===== config.mk =====
export PLATFORM = sky130hd
export DESIGN_NAME = pdas_front
export DESIGN_NICKNAME = d
export VERILOG_FILES = /design/src/rtl/core/pdas_pkg.sv /design/src/rtl/core/pdas_front.sv
export SDC_FILE = /design/constraint.sdc
export NUM_CORES = 1
export LEC_CHECK = 0
export BUFFER_PORTS_ARGS = -buffer_cell sky130_fd_sc_hd__buf_2
export CAP_MARGIN = 5
export CORE_UTILIZATION = 50
export CTS_CLUSTER_DIAMETER = 60
export DETAILED_ROUTE_END_ITERATION = 10
export HOLD_SLACK_MARGIN = 0.05
export PLACE_DENSITY = 0.77
export REMOVE_ABC_BUFFERS = 1
export SYNTH_ARGS = -nofsm -noshare
export SYNTH_HDL_FRONTEND = slang
export SYNTH_SLANG_ARGS = --single-unit

===== constraint.sdc =====
create_clock -name clk -period 5.04 [get_ports clk]
set_clock_uncertainty 0.2 [all_clocks]
set_input_delay 1.26 -clock clk [delete_from_list [all_inputs] [get_ports clk]]
set_output_delay 1.26 -clock clk [all_outputs]
set_load 0.05 [all_outputs]

===== src/rtl/core/pdas_pkg.sv =====
package pdas_pkg;

  // Decoded job action
  typedef enum logic [1:0] {
    OP_ENQ   = 2'd0,
    OP_DISP  = 2'd1,
    OP_PURGE = 2'd2,
    OP_NONE  = 2'd3
  } op_t;

  localparam int unsigned QUANTUM_RESET = 64;
  localparam int unsigned QUANTUM_W     = 13;
  localparam int unsigned IN_DATA_W     = 40;
  localparam int unsigned OUT_DATA_W    = 64;

  // Classified command handed from front to back
  typedef struct packed {
    op_t         op;
    logic [7:0]  prio;
    logic [5:0]  dom;
    logic [5:0]  client;
    logic [15:0] rows;
  } cmd_t;

  // One job table entry
  typedef struct packed {
    logic [7:0]  prio;
    logic [5:0]  dom;
    logic [5:0]  client;
    logic [15:0] rows;
    logic [15:0] next_row;
    logic [31:0] age;
  } entry_t;

  // Result beat, last field in the low bits
  typedef struct packed {
    logic [6:0]  pad;
    logic [8:0]  queued_count;
    logic        job_done;
    logic [15:0] slice_rows;
    logic [15:0] slice_start;
    logic [5:0]  slice_client;
    logic [7:0]  slot;
    logic        ok;
  } res_t;

  // Back-end status seen by the top level
  typedef struct packed {
    logic        busy;
    logic        cnt_ovf;
  } stat_t;

endpackage


===== src/rtl/core/pdas_front.sv =====
module pdas_front
  import pdas_pkg::*;
(
  input  logic                 clk,
  input  logic                 rst_n,
  input  logic                 in_tvalid,
  output logic                 in_tready,
  input  logic [IN_DATA_W-1:0] in_tdata,
  output logic                 cmd_valid,
  output cmd_t                 cmd,
  input  logic                 cmd_pop
);

  cmd_t       q_mem_r [2];
  logic       wr_ptr_r, rd_ptr_r;
  logic [1:0] cnt_r;
  cmd_t       dec;
  logic       push;

  // Classify the incoming beat
  always_comb begin
    dec.op     = op_t'(in_tdata[1:0]);
    dec.prio   = in_tdata[9:2];
    dec.dom    = in_tdata[15:10];
    dec.client = in_tdata[21:16];
    dec.rows   = in_tdata[37:22];
  end

  assign in_tready = (cnt_r != 2'd2);
  assign push      = in_tvalid && in_tready;
  assign cmd_valid = (cnt_r != 2'd0);
  assign cmd       = q_mem_r[rd_ptr_r];

  // Two-deep command queue
  always_ff @(posedge clk) begin
    if (!rst_n) begin
      wr_ptr_r <= 1'b0;
      rd_ptr_r <= 1'b0;
      cnt_r    <= 2'd0;
    end else begin
      if (push) begin
        q_mem_r[wr_ptr_r] <= dec;
        wr_ptr_r          <= ~wr_ptr_r;
      end
      if (cmd_pop) rd_ptr_r <= ~rd_ptr_r;
      cnt_r <= cnt_r + 2'(push) - 2'(cmd_pop);
    end
  end

endmodule


==> flow_summary.toml <==
[worst_setup_path]
crit_arrival_ns = 2.05
crit_required_ns = 3.58
r2r_start = "cnt_r[0]"
cpMaxStageDelayCell = "dfxtp_2"
path_buf_inv = 1
cp_max_fo = 38
end_kind = "primary output"
crit_type = "flop to primary output"
critPathTopFamily = "flip-flops"
critPathLaunchType = "flop"
crit_chain = "mux2_2 -> buf_2"
rr_worst_depth = 3
slowest_delay_ns = 1.04
cp_num_cells = 2

[grt]
grt_first_pass_wirelength_um = 7390
grt_pass1_vias = 1655
antenna_found_initial = 0
grtUsageTotal_pct = 16.3
grt_max_degree = 39
grt_overflow_total = 0

[power]
p_leak_nw = 1.45
peakVddDrop_uv = 384
powerDensity_mw_per_mm2 = 459

[worst_hold_path]
whs_path_depth = 2
min_from = "wr_ptr_r"
holdCritPathClass = "flop to flop"

[floorplan]
start_util_pct = 51.5
die_w_um = 80.1
die_area_sq_mm = 0.00642
core_sq_mm = 0.00592
ioPinCount = 84
die_h_um = 80.1
row_count = 28

[clocking]
root_buffer = "clkbuf_8"
clock-sinks = 81
insertion_delay_ns = 0.33
clockBufferDepth = 2
cts_max_level = 3
cts_hold_buf = 0
cts_tree = "yes"
clk_pin_slew_worst_paths_ns = 0.07
cts_buffers = 9
ctsResizeCount = 0
post_cts_buffers = 0

[timing]
worstMarginPinSlew_ns = 1.10
fin_setup_tns_ns = 0
period_share_pct = 69.6
finalCriticalPeriod_ns = 3.51
rsz0062_at_grt = "false"
hold_viol_final = 0
timing.slew.headroom_pct = 26.8
max_clock_freq_mhz = 285
finalSetupViolCount = 0
final_max_slew_viol_count = 0

[drt]
wire_per_inst_um = 15.6
route.layer.met1.wl_um = 2000
routed_wl_um = 4790
via_count = 1511
drt_iter0_drc = 56
drc = 0
met2_length_um = 2430
highest_layer = "met4"
wl_met3_um = 304
firstDrtPassIters = 4
drtAntennaViolNets = 0
post_drt_via_cell_ratio = 4.91

[finish]
seq_area_sq_mm = 0.00238
num-fill-cells = 441
nets = 276
diodes = 0
drive_above_1_share_pct = 57.9
syn_to_final_growth_pct = 22.7
fin_util_pct = 63.2
multi_input_area_sq_um = 632

[synth]
synth_cell_types = 18
ys_seq_area_share_pct = 78.1
netlist_instances = 142
yosysWarnings = 0
syn_avg_cell_area_sq_um = 21.5
synth-seq-cells = 81
netlist_area_sq_mm = 0.00305

[place]
gp_congestion = 0.643
hpwl_um = 3070
port_buffers = 81

[status]
status = "finished clean"

[job]
cap_violations = 0
-- cells in the mapped netlist --
master,number,area (sq um)
nand2_1,1,3.75
o22ai_1,1,6.26
dfxtp_1,5,100
mux2_4,20,300
inv_1,2,7.51
xnor2_1,2,17.5
nand2b_1,1,6.26
and2_1,5,31.3
xor2_1,1,8.76
nand3_1,1,5.00
nor2_1,1,3.75
buf_2,1,5.00
or2_2,1,6.26
edfxtp_1,76,2280
and3_1,1,6.26
buf_6,3,33.8
ha_1,2,25.0
mux2_2,18,203
-- power by group --
| part | switching [mW] | internal (mW) |
|---|---|---|
| logic | 0.241 | 0.113 |
| registers | 0.0324 | 0.803 |
| clock network | 0.205 | 0.322 |
| total | 0.479 | 1.24 |
-- final cells by class --
| type | count | share of cell area [%] |
|---|---|---|
| inverters | 2 | 0.201 |
| clock inverters | 4 | 2.51 |
| flip-flops and latches | 81 | 63.7 |
| repair buffers | 81 | 10.8 |
| multi-input cells | 55 | 16.9 |
| clock buffers | 10 | 3.41 |
| well taps | 75 | 2.51 |
-- cell families (layout without fill, tap and decap cells) --
family / after synthesis / in the layout / synth area share [%]
flops: 81 / 81 / 78.1
buf+inv: 6 / 97 / 1.52
mux: 38 / 38 / 16.5
simple gates: 11 / 11 / 2.05
xor+xnor: 3 / 3 / 0.861
compound gates: 1 / 1 / 0.205
fa+ha+maj: 2 / 2 / 0.820
-- path summary, 6_finish.rpt --
| check | slack, ns | to |
|---|---|---|
| max | 1.53 | cmd[6] |
| min | 0.35 | wr_ptr_r |
| max reg2reg | 2.91 | q_mem_r[0][20] |
| min reg2reg | 0.35 | wr_ptr_r |
-- worst register-to-register path: cells and delay by family, from the launching register on --
| family | cells | cell delay, ns |
|---|---|---|
| and+or+nand+nor | 3 | 1.18 |
| DFF | 1 | 0.35 |
-- registers in the layout, summed over array words and instances (netlist names), named ones only --
name and flops:
rd_ptr_r 1, q_mem_r 76, wr_ptr_r 1, cnt_r 2
-- routing by layer --
| metal | GRT usage, % | vias to the layer above |
|---|---|---|
| met5 | 0 | - |
| met4 | 9.64 | 0 |
| met3 | 4.55 | 6 |
| met2 | 28.3 | 61 |
| met1 | 17.7 | 724 |
| li1 | - | 720 |
-- layout by cell type, fill, tap and decap left out --
master	synthesis	routed
xor2_1	1	1
and2_1	5	5
nand3_1	1	1
xnor2_1	2	2
nor2_4	0	1
clkbuf_8	0	9
clkbuf_1	0	1
nand2_1	1	1
buf_2	1	81
dfxtp_2	0	1
and3_2	0	1
edfxtp_1	76	76
or2_2	1	1
clkinv_1	0	1
nand2b_1	1	1
mux2_2	18	18
bufinv_16	0	3
dfxtp_1	5	4
o22ai_1	1	1
mux2_4	20	20
inv_1	2	2
ha_1	2	2
-- stage by stage --
stage | total power, mW | hold slack (ns) | std cells | cell area [sq um] | worst slack [ns]
6_report | 1.72 | 0.352 | 308 | 3740 | 1.53
3_5_place_dp | 1.21 | 0.324 | 294 | 3520 | 1.85
5_1_grt | 1.78 | 0.384 | 308 | 3740 | 1.40
2_1_floorplan | 1.12 | 0.268 | 138 | 3010 | 1.43
4_1_cts | 1.74 | 0.337 | 308 | 3740 | 1.47
3_3_place_gp | 1.20 | 0.317 | 294 | 3520 | 1.84
(Power assumes the default switching activity.)
